### config.mk
export PLATFORM = sky130hd
export DESIGN_NAME = sliding_window_busy_ratio_flat
export DESIGN_NICKNAME = d
export VERILOG_FILES = /design/src/hdl/swbr_pkg.sv /design/src/hdl/swbr_if.sv /design/src/hdl/swbr_ring.sv /design/src/hdl/swbr_alu.sv /design/src/hdl/sliding_window_busy_ratio.sv /design/src/flat_wrapper.sv
export SDC_FILE = /design/constraint.sdc
export NUM_CORES = 2
export LEC_CHECK = 0
export BUFFER_PORTS_ARGS = -buffer_cell sky130_fd_sc_hd__buf_2
export CAP_MARGIN = 20
export CELL_PAD_IN_SITES_DETAIL_PLACEMENT = 1
export CELL_PAD_IN_SITES_GLOBAL_PLACEMENT = 2
export CORE_MARGIN = 1.5
export CORE_UTILIZATION = 49
export CTS_CLUSTER_SIZE = 24
export DETAILED_ROUTE_END_ITERATION = 6
export PLACE_DENSITY = 0.94
export REMOVE_ABC_BUFFERS = 1
export SLEW_MARGIN = 20
export SYNTH_ARGS = -nofsm -noshare
export SYNTH_HDL_FRONTEND = slang
export SYNTH_SLANG_ARGS = --single-unit
### constraint.sdc
create_clock -name clk -period 28 [get_ports clk]
set_input_delay 1.4 -clock clk [delete_from_list [all_inputs] [get_ports clk]]
set_output_delay 1.4 -clock clk [all_outputs]
set_load 0.05 [all_outputs]
### src/hdl/swbr_pkg.sv
// swbr_pkg: shared types and constants of the sliding-window busy-ratio monitor.
// Used by the interfaces, the arithmetic unit, the top level and the checker.
// Depends on nothing.
package swbr_pkg;

  // Field widths fixed by the request and result formats.
  localparam int OPCODE_W   = 2;
  localparam int TIME_W     = 48;
  localparam int LOAD_W     = 7;
  localparam int MAX_REC_W  = 7;
  localparam int WINDOW_W   = 32;
  localparam int CFG_DATA_W = 32;
  localparam int CFG_IDX_W  = 2;

  // Request opcodes.
  localparam logic [OPCODE_W-1:0] OP_GO_IDLE = 2'd0;
  localparam logic [OPCODE_W-1:0] OP_WAKE    = 2'd1;
  localparam logic [OPCODE_W-1:0] OP_QUERY   = 2'd2;
  // Spare opcode: accepted and ignored.
  localparam logic [OPCODE_W-1:0] OP_UNUSED  = 2'd3;

  // Configuration register indexes.
  localparam logic [CFG_IDX_W-1:0] CFG_MAX_RECORDS = 2'd0;
  localparam logic [CFG_IDX_W-1:0] CFG_WINDOW_US   = 2'd1;

  // Register reset values.
  localparam logic [MAX_REC_W-1:0] MAX_RECORDS_RST = 7'd64;
  localparam logic [WINDOW_W-1:0]  WINDOW_US_RST   = 32'd1000000;

  // Largest valid load figure.
  localparam logic [LOAD_W-1:0] LOAD_MAX = 7'd100;

  // Operation of the shared adder.
  typedef enum logic {
    ALU_ADD,
    ALU_SUB
  } alu_op_t;

endpackage

### src/hdl/swbr_if.sv
// swbr_if: valid/ready channel interfaces for requests and results.
// Depends on swbr_pkg for the field widths.
interface swbr_req_if;
  logic                          valid;
  logic                          ready;
  logic [swbr_pkg::OPCODE_W-1:0] opcode;
  logic [swbr_pkg::TIME_W-1:0]   time_us;

  modport source (output valid, output opcode, output time_us, input ready);
  modport sink   (input valid, input opcode, input time_us, output ready);
endinterface

interface swbr_resp_if;
  logic                        valid;
  logic                        ready;
  logic [swbr_pkg::LOAD_W-1:0] load_percent;

  modport source (output valid, output load_percent, input ready);
  modport sink   (input valid, input load_percent, output ready);
endinterface

### src/hdl/swbr_ring.sv
// swbr_ring: interval record store, one write and one registered read port.
// Depends on nothing; contents are undefined until written.
module swbr_ring #(
  parameter int DEPTH = 64,
  parameter int WIDTH = 33
) (
  input  logic                     clk,
  input  logic                     we,
  input  logic [$clog2(DEPTH)-1:0] waddr,
  input  logic [WIDTH-1:0]         wdata,
  input  logic                     re,
  input  logic [$clog2(DEPTH)-1:0] raddr,
  output logic [WIDTH-1:0]         rdata
);

  logic [WIDTH-1:0] mem [DEPTH];

  always_ff @(posedge clk) begin
    if (we) begin
      mem[waddr] <= wdata;
    end
  end

  // Read data holds until the next read.
  always_ff @(posedge clk) begin
    if (re) begin
      rdata <= mem[raddr];
    end
  end

endmodule

### src/hdl/swbr_alu.sv
// swbr_alu: the shared add/subtract unit used by the sequencer's arithmetic steps.
// Depends on swbr_pkg for the operation type.
module swbr_alu #(
  parameter int W = 48
) (
  input  logic [W-1:0]      a,
  input  logic [W-1:0]      b,
  input  swbr_pkg::alu_op_t op,
  output logic [W-1:0]      y,
  output logic              carry
);

  logic [W:0] full;

  // On subtraction the top bit is the borrow, set when b is larger than a.
  always_comb begin
    if (op == swbr_pkg::ALU_SUB) begin
      full = {1'b0, a} - {1'b0, b};
    end else begin
      full = {1'b0, a} + {1'b0, b};
    end
  end

  assign y     = full[W-1:0];
  assign carry = full[W];

endmodule

### src/hdl/sliding_window_busy_ratio.sv
// sliding_window_busy_ratio: busy-share monitor for one worker, top level.
// Depends on swbr_pkg, swbr_if, swbr_ring and swbr_alu.
// Requests arrive on req with an opcode and a microsecond time stamp. A go-idle
// request stores the busy interval since the last wake, a wake-up request the
// idle interval since the last sleep, and a query returns one result on resp:
// the busy share, in percent, of the recorded time plus the interval still
// running, after the oldest records are trimmed while the total exceeds
// window_us. Opcode 3 is accepted and ignored, and leaves req.ready high.
// One request is handled at a time. req.ready is low while a go-idle or wake-up
// request passes its span and push steps, and while a query sums the records
// held, trims the oldest as needed and, unless the total is zero, divides. Its
// duration is set by the record store, read one entry per cycle, and by the
// shared adder, which serves the sums, the trim and a seven-step division. The
// result appears in an output register as ready returns; while the receiver
// stalls the block keeps taking requests, and a later query waits in its last
// step until the earlier result has been taken.
// Reset (rst, synchronous) empties the ring, marks the worker busy, clears both
// time stamps and restores 64 records and one second. Only written records are
// read, so the store needs no clearing pass.
module sliding_window_busy_ratio #(
  parameter int RING_DEPTH    = 64,
  parameter int DURATION_BITS = 32
) (
  input  logic                             clk,
  input  logic                             rst,
  input  logic                             cfg_write,
  input  logic [swbr_pkg::CFG_IDX_W-1:0]   cfg_index,
  input  logic [swbr_pkg::CFG_DATA_W-1:0]  cfg_data,
  swbr_req_if.sink                         req,
  swbr_resp_if.source                      resp
);

  localparam int IDX_W = $clog2(RING_DEPTH);
  localparam int CNT_W = $clog2(RING_DEPTH + 1);
  localparam int LIM_W = (CNT_W > swbr_pkg::MAX_REC_W) ? CNT_W : swbr_pkg::MAX_REC_W;
  // Sums of all records plus the running interval.
  localparam int SUM_W = DURATION_BITS + CNT_W;
  // Room for busy times one hundred and for the divisor shifted by six.
  localparam int ACC_W = SUM_W + 7;
  localparam int ALU_W = (ACC_W > swbr_pkg::TIME_W) ? ACC_W : swbr_pkg::TIME_W;
  localparam int REC_W = DURATION_BITS + 1;

  localparam logic [3:0] ST_IDLE      = 4'd0;
  localparam logic [3:0] ST_SPAN      = 4'd1;
  localparam logic [3:0] ST_PUSH      = 4'd2;
  localparam logic [3:0] ST_SUM       = 4'd3;
  localparam logic [3:0] ST_TOTAL     = 4'd4;
  localparam logic [3:0] ST_TRIM_CHK  = 4'd5;
  localparam logic [3:0] ST_TRIM_TOT  = 4'd6;
  localparam logic [3:0] ST_TRIM_BUSY = 4'd7;
  localparam logic [3:0] ST_MUL1      = 4'd8;
  localparam logic [3:0] ST_MUL2      = 4'd9;
  localparam logic [3:0] ST_DIV       = 4'd10;
  localparam logic [3:0] ST_DONE      = 4'd11;

  // Configuration registers.
  logic [swbr_pkg::MAX_REC_W-1:0] max_records;
  logic [swbr_pkg::WINDOW_W-1:0]  window_us;

  // Control state.
  logic [3:0]       state;
  logic [IDX_W-1:0] ring_head;
  logic [CNT_W-1:0] ring_count;
  logic             idle_flag;
  logic [IDX_W-1:0] rd_addr;
  logic [CNT_W-1:0] rd_left;
  logic             rd_pend;
  logic [2:0]       div_step;
  logic             out_valid;

  // Payload registers.
  logic [swbr_pkg::TIME_W-1:0]   last_idle_time;
  logic [swbr_pkg::TIME_W-1:0]   last_wake_time;
  logic [swbr_pkg::OPCODE_W-1:0] op;
  logic [swbr_pkg::TIME_W-1:0]   now;
  logic [DURATION_BITS-1:0]      dur;
  logic [SUM_W-1:0]              busy;
  logic [SUM_W-1:0]              idle;
  logic [SUM_W-1:0]              total;
  logic [ACC_W-1:0]              num;
  logic [swbr_pkg::LOAD_W-1:0]   quot;
  logic [swbr_pkg::LOAD_W-1:0]   out_load;

  // Record store ports.
  logic             mem_we;
  logic [IDX_W-1:0] mem_waddr;
  logic [REC_W-1:0] mem_wdata;
  logic             mem_re;
  logic [IDX_W-1:0] mem_raddr;
  logic [REC_W-1:0] mem_rdata;
  logic [DURATION_BITS-1:0] rec_dur;
  logic                     rec_idle;

  // Shared adder.
  logic [ALU_W-1:0]  alu_a;
  logic [ALU_W-1:0]  alu_b;
  swbr_pkg::alu_op_t alu_op;
  logic [ALU_W-1:0]  alu_y;
  logic              alu_carry;

  // Helper logic.
  logic [swbr_pkg::TIME_W-1:0] span_raw;
  logic [DURATION_BITS-1:0]    span_sat;
  logic [swbr_pkg::TIME_W-1:0] then_time;
  logic [LIM_W-1:0]            max_ext;
  logic [LIM_W-1:0]            limit;
  logic [CNT_W-1:0]            count_inc;
  logic [IDX_W:0]              slot_sum;
  logic [IDX_W-1:0]            slot;
  logic [IDX_W-1:0]            head_inc;
  logic [IDX_W-1:0]            rd_inc;
  logic                        ring_full;
  logic                        over_limit;
  logic                        trim_go;
  logic                        req_fire;

  assign rec_dur  = mem_rdata[DURATION_BITS-1:0];
  assign rec_idle = mem_rdata[DURATION_BITS];

  assign req.ready         = (state == ST_IDLE);
  assign req_fire          = req.valid && req.ready;
  assign resp.valid        = out_valid;
  assign resp.load_percent = out_load;

  // Configuration writes; an index beyond the list changes nothing.
  always_ff @(posedge clk) begin
    if (rst) begin
      max_records <= swbr_pkg::MAX_RECORDS_RST;
      window_us   <= swbr_pkg::WINDOW_US_RST;
    end else if (cfg_write) begin
      unique case (cfg_index)
        swbr_pkg::CFG_MAX_RECORDS: max_records <= cfg_data[swbr_pkg::MAX_REC_W-1:0];
        swbr_pkg::CFG_WINDOW_US:   window_us   <= cfg_data[swbr_pkg::WINDOW_W-1:0];
        default: ;
      endcase
    end
  end

  // Record limit: zero behaves as one, anything above the ring depth as the depth.
  always_comb begin
    max_ext = LIM_W'(max_records);
    if (max_ext == '0) begin
      limit = LIM_W'(1);
    end else if (max_ext > LIM_W'(RING_DEPTH)) begin
      limit = LIM_W'(RING_DEPTH);
    end else begin
      limit = max_ext;
    end
  end

  // Ring index arithmetic. The depth need not be a power of two, so wrapping
  // is done by compare rather than by masking.
  assign ring_full  = (ring_count == CNT_W'(RING_DEPTH));
  assign count_inc  = ring_count + CNT_W'(1);
  assign over_limit = (LIM_W'(count_inc) > limit);
  assign slot_sum   = {1'b0, ring_head} + (IDX_W + 1)'(ring_count[IDX_W-1:0]);
  assign slot       = (slot_sum >= (IDX_W + 1)'(RING_DEPTH))
                      ? IDX_W'(slot_sum - (IDX_W + 1)'(RING_DEPTH))
                      : slot_sum[IDX_W-1:0];
  assign head_inc   = (ring_head == IDX_W'(RING_DEPTH - 1)) ? '0 : ring_head + IDX_W'(1);
  assign rd_inc     = (rd_addr == IDX_W'(RING_DEPTH - 1)) ? '0 : rd_addr + IDX_W'(1);

  // The start of the interval being measured depends on the request.
  always_comb begin
    case (op)
      swbr_pkg::OP_GO_IDLE: then_time = last_wake_time;
      swbr_pkg::OP_WAKE:    then_time = last_idle_time;
      default:              then_time = idle_flag ? last_idle_time : last_wake_time;
    endcase
  end

  // Durations are the 48-bit modular difference, saturated to the stored width.
  assign span_raw = alu_y[swbr_pkg::TIME_W-1:0];
  assign span_sat = ((span_raw >> DURATION_BITS) != '0) ? '1
                    : span_raw[DURATION_BITS-1:0];

  // The trim step starts when records remain and the total exceeds the window.
  assign trim_go = (ring_count != '0) && alu_carry;

  // Operand selection for the shared adder, one use per sequencer step.
  always_comb begin
    alu_a  = '0;
    alu_b  = '0;
    alu_op = swbr_pkg::ALU_ADD;
    case (state)
      ST_SPAN: begin
        alu_a  = ALU_W'(now);
        alu_b  = ALU_W'(then_time);
        alu_op = swbr_pkg::ALU_SUB;
      end
      ST_SUM: begin
        alu_a = rec_idle ? ALU_W'(idle) : ALU_W'(busy);
        alu_b = ALU_W'(rec_dur);
      end
      ST_TOTAL: begin
        alu_a = ALU_W'(busy);
        alu_b = ALU_W'(idle);
      end
      ST_TRIM_CHK: begin
        alu_a  = ALU_W'(window_us);
        alu_b  = ALU_W'(total);
        alu_op = swbr_pkg::ALU_SUB;
      end
      ST_TRIM_TOT: begin
        alu_a  = ALU_W'(total);
        alu_b  = ALU_W'(rec_dur);
        alu_op = swbr_pkg::ALU_SUB;
      end
      ST_TRIM_BUSY: begin
        alu_a  = ALU_W'(busy);
        alu_b  = ALU_W'(rec_dur);
        alu_op = swbr_pkg::ALU_SUB;
      end
      // One hundred times busy is built as 64 + 32 + 4 times busy.
      ST_MUL1: begin
        alu_a = ALU_W'(ACC_W'(busy) << 6);
        alu_b = ALU_W'(ACC_W'(busy) << 5);
      end
      ST_MUL2: begin
        alu_a = ALU_W'(num);
        alu_b = ALU_W'(ACC_W'(busy) << 2);
      end
      ST_DIV: begin
        alu_a  = ALU_W'(num);
        alu_b  = ALU_W'(ACC_W'(total) << div_step);
        alu_op = swbr_pkg::ALU_SUB;
      end
      default: ;
    endcase
  end

  swbr_alu #(
    .W (ALU_W)
  ) u_alu (
    .a     (alu_a),
    .b     (alu_b),
    .op    (alu_op),
    .y     (alu_y),
    .carry (alu_carry)
  );

  // Record store control.
  always_comb begin
    mem_we    = (state == ST_PUSH);
    mem_waddr = ring_full ? ring_head : slot;
    mem_wdata = {(op == swbr_pkg::OP_WAKE), dur};
    mem_re    = 1'b0;
    mem_raddr = rd_addr;
    if (state == ST_SUM && rd_left != '0) begin
      mem_re = 1'b1;
    end else if (state == ST_TRIM_CHK && trim_go) begin
      mem_re    = 1'b1;
      mem_raddr = ring_head;
    end
  end

  swbr_ring #(
    .DEPTH (RING_DEPTH),
    .WIDTH (REC_W)
  ) u_ring (
    .clk   (clk),
    .we    (mem_we),
    .waddr (mem_waddr),
    .wdata (mem_wdata),
    .re    (mem_re),
    .raddr (mem_raddr),
    .rdata (mem_rdata)
  );

  // Sequencer.
  always_ff @(posedge clk) begin
    if (rst) begin
      state          <= ST_IDLE;
      ring_head      <= '0;
      ring_count     <= '0;
      idle_flag      <= 1'b0;
      last_idle_time <= '0;
      last_wake_time <= '0;
      rd_pend        <= 1'b0;
      out_valid      <= 1'b0;
    end else begin
      // The last step refills the output register itself when it is taken.
      if (out_valid && resp.ready && state != ST_DONE) begin
        out_valid <= 1'b0;
      end
      unique case (state)
        ST_IDLE: begin
          if (req_fire) begin
            op  <= req.opcode;
            now <= req.time_us;
            if (req.opcode != swbr_pkg::OP_UNUSED) begin
              state <= ST_SPAN;
            end
          end
        end
        ST_SPAN: begin
          dur <= span_sat;
          if (op == swbr_pkg::OP_QUERY) begin
            busy    <= idle_flag ? '0 : SUM_W'(span_sat);
            idle    <= idle_flag ? SUM_W'(span_sat) : '0;
            rd_addr <= ring_head;
            rd_left <= ring_count;
            rd_pend <= 1'b0;
            state   <= ST_SUM;
          end else begin
            state <= ST_PUSH;
          end
        end
        ST_PUSH: begin
          // A full ring overwrites its oldest record; otherwise append and
          // drop the oldest if the limit is now passed.
          if (ring_full || over_limit) begin
            ring_head <= head_inc;
          end
          if (!ring_full && !over_limit) begin
            ring_count <= count_inc;
          end
          if (op == swbr_pkg::OP_GO_IDLE) begin
            idle_flag      <= 1'b1;
            last_idle_time <= now;
          end else begin
            idle_flag      <= 1'b0;
            last_wake_time <= now;
          end
          state <= ST_IDLE;
        end
        ST_SUM: begin
          if (rd_pend) begin
            if (rec_idle) begin
              idle <= alu_y[SUM_W-1:0];
            end else begin
              busy <= alu_y[SUM_W-1:0];
            end
          end
          if (rd_left != '0) begin
            rd_addr <= rd_inc;
            rd_left <= rd_left - CNT_W'(1);
            rd_pend <= 1'b1;
          end else begin
            rd_pend <= 1'b0;
            if (!rd_pend) begin
              state <= ST_TOTAL;
            end
          end
        end
        ST_TOTAL: begin
          total <= alu_y[SUM_W-1:0];
          state <= ST_TRIM_CHK;
        end
        ST_TRIM_CHK: begin
          state <= trim_go ? ST_TRIM_TOT : ST_MUL1;
        end
        ST_TRIM_TOT: begin
          total <= alu_y[SUM_W-1:0];
          state <= ST_TRIM_BUSY;
        end
        ST_TRIM_BUSY: begin
          if (!rec_idle) begin
            busy <= alu_y[SUM_W-1:0];
          end
          ring_head  <= head_inc;
          ring_count <= ring_count - CNT_W'(1);
          state      <= ST_TRIM_CHK;
        end
        ST_MUL1: begin
          if (total == '0) begin
            quot  <= '0;
            state <= ST_DONE;
          end else begin
            num   <= alu_y[ACC_W-1:0];
            state <= ST_MUL2;
          end
        end
        ST_MUL2: begin
          num      <= alu_y[ACC_W-1:0];
          quot     <= '0;
          div_step <= 3'd6;
          state    <= ST_DIV;
        end
        ST_DIV: begin
          // Restoring division, one quotient bit per step, top bit first.
          quot <= {quot[swbr_pkg::LOAD_W-2:0], ~alu_carry};
          if (!alu_carry) begin
            num <= alu_y[ACC_W-1:0];
          end
          if (div_step == 3'd0) begin
            state <= ST_DONE;
          end else begin
            div_step <= div_step - 3'd1;
          end
        end
        ST_DONE: begin
          if (!out_valid || resp.ready) begin
            out_valid <= 1'b1;
            out_load  <= quot;
            state     <= ST_IDLE;
          end
        end
        default: state <= ST_IDLE;
      endcase
    end
  end

endmodule

### src/flat_wrapper.sv
// flat-port wrapper written by rule: the top's interface ports become plain ports
module sliding_window_busy_ratio_flat 
#(
  parameter int RING_DEPTH    = 64,
  parameter int DURATION_BITS = 32
)
  (clk, rst, cfg_write, cfg_index, cfg_data, req_valid, req_opcode, req_time_us, req_ready, resp_valid, resp_load_percent, resp_ready);
  swbr_req_if req_i ();
  swbr_resp_if resp_i ();
  input  logic clk;
  input  logic rst;
  input  logic cfg_write;
  input  logic [swbr_pkg::CFG_IDX_W-1:0] cfg_index;
  input  logic [swbr_pkg::CFG_DATA_W-1:0] cfg_data;
  input wire logic [$bits(req_i.valid)-1:0] req_valid;
  input wire logic [$bits(req_i.opcode)-1:0] req_opcode;
  input wire logic [$bits(req_i.time_us)-1:0] req_time_us;
  output wire logic [$bits(req_i.ready)-1:0] req_ready;
  output wire logic [$bits(resp_i.valid)-1:0] resp_valid;
  output wire logic [$bits(resp_i.load_percent)-1:0] resp_load_percent;
  input wire logic [$bits(resp_i.ready)-1:0] resp_ready;
  assign req_i.valid = req_valid;
  assign req_i.opcode = req_opcode;
  assign req_i.time_us = req_time_us;
  assign req_ready = req_i.ready;
  assign resp_valid = resp_i.valid;
  assign resp_load_percent = resp_i.load_percent;
  assign resp_i.ready = resp_ready;
  sliding_window_busy_ratio #(.RING_DEPTH(RING_DEPTH), .DURATION_BITS(DURATION_BITS)) u_core (.clk(clk), .rst(rst), .cfg_write(cfg_write), .cfg_index(cfg_index), .cfg_data(cfg_data), .req(req_i), .resp(resp_i));
endmodule
; Word-level counts from Yosys, hierarchy flattened
; Memory sizes are Yosys's and may differ from the RTL's. A register that Yosys moved wholly into a read port is not among the register bits.
; Index checks and enable logic that the tools add are counted.
[word_totals]
regBits = 430
ramBits = 2112
input_bits = 89
elab_cells = 188
n_memories = 1
[op_classes]
addsub = 10
order_cmp = 3
eq_ne = 35
shift = 1
n_mux = 64
bitwise_logic = 3
reduce_logical = 49
[mem_list]
columns = name, words, width, read_ports, rd_ports_with_merged_regs, wr, line_no
row1 = u_core.u_ring.mem, 64, 33, 1, 1, 1, swbr_ring.sv:16  ; logic [WIDTH-1:0] mem [DEPTH];
[ops]
columns = op, n
row1 = $pmux 48 s7, 2
row2 = $mux 39, 7
row3 = $pmux 46 s3, 1
row4 = $pmux 39 s3, 1
row5 = $mux 32, 3
row6 = $pmux 48 s2, 1
row7 = $mux 46, 2
row8 = $pmux 39 s2, 1
row9 = $mux 6, 9
row10 = $add 48x48->49, 1
row11 = $mux 49, 1
row12 = $sub 48x48->49, 1
row13 = $mux 48, 1
row14 = $reduce_bool 48->1, 1
row15 = $shl 39x3->48, 1
row16 = $mux 7, 6
row17 = $pmux 4 s10, 1
row18 = $logic_not 39->1, 1
row19 = $mux 4, 7
row20 = $pmux 7 s2, 2
row21 = $ne 2x2->1 const B, 12
row22 = $pmux 6 s2, 2
row23 = $pmux 7 s3, 1
row24 = $reduce_and 2->1, 9
row25 = other kinds (42), 91

; Logic depth before layout (Yosys ltp)
[depth]
word_depth = 10
ltp_mapped = 38
depth_no_buf = 30

; By module
; Synthesis repeated with hierarchy kept, for this count alone.
[unflattened]
hier_cells = 6126
area_unflattened_um2 = 106530.9
[by_module_without_submodules]
columns = module, instances, cells_each, area_each_um2, seq_area_each_um2
row1 = swbr_ring, 1, 3495, 81197.9, 64411.8
row2 = sliding_window_busy_ratio, 1, 2064, 21415.5, 11360.9
row3 = swbr_alu, 1, 567, 3917.5, 0.0

; Worst setup path before layout
; OpenSTA, ideal clock, no wires.
[synth_path]
path_kind = reg-to-reg
start = register u_core.state[0]
end = register u_core.num[0], enable pin
arrival_ps = 9889
slack_ps = 17531
path_stages_with_launch = 23
path_buffers = 4
synth_period_minus_slack_ps = 10469
path_cell_list = dfxtp_1 buf_2 buf_1 buf_2 mux2i_1 o22ai_1 a2111oi_0 nand3_1 nor3_1 and2_1 nand2b_1 or2_2 o31ai_1 xnor2_1 ha_1 clkbuf_1 and3_1 and3_1 o2111ai_1 a311oi_1 a41oi_1 o21ai_0 nor4b_1
[synth_between]
elab_chain_len = 7
word_cells_on_any_way = 23
[synth_lines]
columns = item, line_no
row1 = start: declaration, sliding_window_busy_ratio.sv:61  ; logic [3:0] state;
row2 = start signal: assignment, sliding_window_busy_ratio.sv:351  ; state <= trim_go ? ST_TRIM_TOT : ST_MUL1;
row3 = $eq 4x3->1 (tied with other cells), sliding_window_busy_ratio.sv:185  ; case (state)
row4 = $reduce_or 3->1 (no line) or $reduce_or 2->1 (tied branches), n/a
row5 = $pmux 48 s7, sliding_window_busy_ratio.sv:185
row6 = $add 48x48->49 or $sub 48x48->49 (tied branches), "swbr_alu.sv:20, swbr_alu.sv:18"
row7 = $mux 49, swbr_alu.sv:17  ; if (op == swbr_pkg::ALU_SUB) begin
row8 = $ne 2x2->1 (no line), n/a
row9 = $reduce_and 4->1 (no line) (*), n/a
row10 = end signal: assignment, sliding_window_busy_ratio.sv:370  ; num <= alu_y[ACC_W-1:0];
row11 = end signal: assignment, sliding_window_busy_ratio.sv:375  ; num <= alu_y[ACC_W-1:0];
row12 = end signal: assignment, sliding_window_busy_ratio.sv:384  ; num <= alu_y[ACC_W-1:0];
row13 = end: declaration, sliding_window_busy_ratio.sv:80  ; logic [ACC_W-1:0] num;
; Every way passes the cells marked *; elsewhere a longest branch is shown, timed or not.
; A chain may end at the register's enable or synchronous reset.

; Final worst setup path
[layout_path]
start = register u_core.state[3]
end = register u_core.u_ring.rdata[5], read port of u_core.u_ring.mem (data pin)
[layout_between]
elab_chain_len = 9
word_cells_on_any_way = 26
[layout_lines]
columns = item, line_no
row1 = $eq 4x3->1 (tied with other cells), sliding_window_busy_ratio.sv:185
row2 = $reduce_or 3->1 (no line) or $reduce_or 2->1 (tied branches), n/a
row3 = $pmux 48 s7, sliding_window_busy_ratio.sv:185
row4 = $add 48x48->49 or $sub 48x48->49 (tied branches), "swbr_alu.sv:20, swbr_alu.sv:18"
row5 = $mux 49, swbr_alu.sv:17
row6 = $logic_and 1x1->1, sliding_window_busy_ratio.sv:178  ; assign trim_go = (ring_count != '0) && alu_carry;
row7 = $logic_and 1x1->1, sliding_window_busy_ratio.sv:251  ; end else if (state == ST_TRIM_CHK && trim_go) begin
row8 = $mux 6 or $mux 1 (tied branches), sliding_window_busy_ratio.sv:251
row9 = $mux 6 or $mux 1 (tied branches), sliding_window_busy_ratio.sv:249  ; if (state == ST_SUM && rd_left != '0) begin
row10 = end: declaration, swbr_ring.sv:13  ; output logic [WIDTH-1:0] rdata
; Parallel ways exist; a longest one is shown, timed or not.

==> impl_metrics.tcl <==
set metrics [dict create \
    outcome "complete, but fails checks" \
    violations "DRC" \
    cp-start-kind "flop" \
    fmax_mhz 70.2 \
    power.total_mw 8.54 \
    viasPerCell 6.75 \
    final_area_sq_um 120000 \
    final_common_cell "edfxtp_1" \
    grtUsageTotal_pct 33.7 \
    cts-htree-levels 5 \
    synth_seq_cells 2575 \
    path_max_fanout 116 \
    grt_pass1_wl_microns 542000 \
    clk_latency_ps 980 \
    die_h_microns 471 \
    cts_buffers 281 \
    dr.pass1.iters 7 \
    area_delta_synth_final_pct 12.1 \
    fin_crit_sh_pct 50.9 \
    wl_per_cell_microns 34.8 \
    postCtsSetupBuffers 0 \
    slowest_stage "dfxtp_1" \
    synth-main-ff-cell "edfxtp_1" \
    place_area_sq_um 112000 \
    core_sq_um 217000 \
    min_period_ps 14250 \
    cts_tree "built" \
    holdCritStartpoint "u_core.quot[6]$_SDFFCE_PN0P_" \
    rsz0062_at_grt "no" \
    cts_max_path_buffers 4 \
    drive_gt1_share_pct 10.7 \
    path_clk_slew_ps 70 \
    worstReg2RegStart "u_core.state[3]$_SDFFE_PP0P_" \
    final_core_util_pct 55.3 \
    drv_cap 0 \
    ys_types 82 \
    multi_input_area_sq_um 29900 \
    cp.required_ps 28520 \
    cts_repair_resize_count 0 \
    syn_avg_cell_area_sq_um 13.7 \
    cp_data_arrival_time_ps 14770 \
    ff_latch_area_sq_um 75800 \
    cp_top_family "simple AND/OR/NAND/NOR gates" \
    dieArea_sq_um 222000 \
    p_leak_nw 40.6 \
    worst_pin_slew_ps 1240 \
    totalWireLength_microns 382000 \
    yosysSeqAreaShare_pct 70.7 \
    fill_cells 20800 \
    powerDensity_nw_per_um2 71.0 \
    cts-root-buf "clkbuf_16" \
    synth-xor-area-share_pct 0.923 \
    first_global_vias 76400 \
    rows 171 \
    vias 74000 \
    start_util_pct 49.3 \
    synth_edf_count 2420 \
    synthSimpleGateAreaFrac_pct 9.49 \
    drc 12 \
    layout_common_cells "edfxtp_1 (2420), nand2_1 (1382), mux2i_1 (740)" \
    ys_async_sr_fraction_pct 0 \
    critPathMostFrequentCell "buf_4" \
    worst_setup_path_end_kind "flop" \
    maxSlewViolCount 0 \
    fin_worst_skew_ps 98.5 \
    antenna_found_initial 28 \
    ios 98 \
    crit_path_max_incr_delay_ps 1010 \
    drt_iter0_markers 9963 \
    cp_num_buf_inv 6 \
    hp-class "flop to flop" \
    syn_area_sq_um 107000 \
    finalSetupViolations 0 \
    postRouteAntennaNets 0 \
    grt_max_degree 153 \
    hold_viol_final 0 \
    crit_start "u_core.state[3]$_SDFFE_PP0P_" \
    synth_top_family_by_area "simple AND/OR/NAND/NOR gates" \
    dp_hpwl_microns 217000 \
    fp.dieW_microns 471 \
    ys_warn_count 0 \
    syn_inst 7826 \
    worst-setup-path-type "flop to flop" \
    port_buffers 97 \
    ir_worst_vdd_uv 45.3 \
    ctsHoldBuffers 0 \
    muxShareOfSynthArea_pct 7.83 \
    slew_headroom_pct 16.6 \
    synthAdderAreaFrac_pct 0.831 \
    synth_compound_area_share_pct 8.00 \
    nets 8068 \
    place.gp.congestion 0.926 \
    globalRouteOverflowTotal 0 \
    cts.sinks 2575 \
]
## synth_stat cells, types with 13 or more instances
cell type,instances,area (sq um)
buf_4,18,135
clkbuf_1,290,1090
inv_1,88,330
a222oi_1,62,621
o21bai_1,13,97.6
a21oi_1,302,1510
nand2b_1,22,138
o211ai_1,20,150
a22o_1,26,228
nor3_1,34,170
a32oi_1,72,631
o22ai_1,299,1870
o21ai_1,16,80.1
nand3_1,333,1670
nand4_1,117,732
nor4_1,22,138
edfxtp_1,2420,72700
and2_1,23,144
and4_1,35,307
mux2_2,72,811
o21ai_0,232,1160
and3_1,45,282
dfxtp_1,155,3100
ha_1,68,851
xor2_1,48,420
buf_1,49,184
a21o_1,32,240
nor2b_1,16,100
a31oi_1,168,1050
mux2i_1,742,7430
xnor2_1,65,569
nand2_1,1384,5190
buf_2,139,696
nor2_1,233,875
## cell type report
cell class,instances,share of cell area [%]
diodes,6,0.0125
clock buffers,361,6.34
clock inverters,120,0.800
inverters,89,0.278
multi-input cells,4666,24.8
flip-flops and latches,2575,63.0
well taps,2854,2.97
repair buffers,296,1.75
## cells by family after synthesis
family | Yosys count
compound gates | 1345
xor+xnor | 113
fa+ha+maj | 70
buf+inv | 585
flops | 2575
mux | 821
simple gates | 2317
## registers in the layout, indices dropped and copies added (netlist names), 32 cells and up
signal	count
u_core.last_idle_time	48
u_core.u_ring.mem	2112
u_core.idle	39
u_core.dur	32
u_core.now	48
u_core.last_wake_time	48
u_core.window_us	32
u_core.u_ring.rdata	33
u_core.busy	39
u_core.num	46
u_core.total	39
## path summary, 6_finish.rpt
path	endpoint	slack [ps]	cells after the start
worst max-delay path	u_core.u_ring.rdata[5]$_DFFE_PP_	13750	33
worst max register to register	u_core.u_ring.rdata[5]$_DFFE_PP_	13750	33
worst min-delay path	u_core.resp.load_percent[6]$_DFFE_PP_	420	0
worst min register to register	u_core.resp.load_percent[6]$_DFFE_PP_	420	0
## power by group
group | total (mW) | internal [mW] | switching (mW) | leakage, nW
Sequential | 4.24 | 4.22 | 0.0194 | 22.6
Clock | 3.59 | 2.05 | 1.54 | 4.20
Combinational | 0.707 | 0.199 | 0.508 | 13.8
Total | 8.54 | 6.47 | 2.06 | 40.6
## per-layer routing
| layer | global-route usage (%) | share of wire, % |
|---|---|---|
| met1 | 41.9 | 36 |
| met2 | 54.2 | 47 |
| met3 | 6.89 | 10 |
| met4 | 20.8 | 6.9 |
| met5 | 0 | 0.050 |
## stage by stage
step,setup slack [ps],setup TNS [ps],std cells,hold slack (ps)
4_1_cts,14150,0,11000,425
6_report,13750,0,11000,423
5_1_grt,13070,0,11000,440
3_5_place_dp,14140,0,10500,412
2_1_floorplan,-47180,-1554080,7330,400
3_3_place_gp,14470,0,10500,406
(Power assumes the default switching activity.)
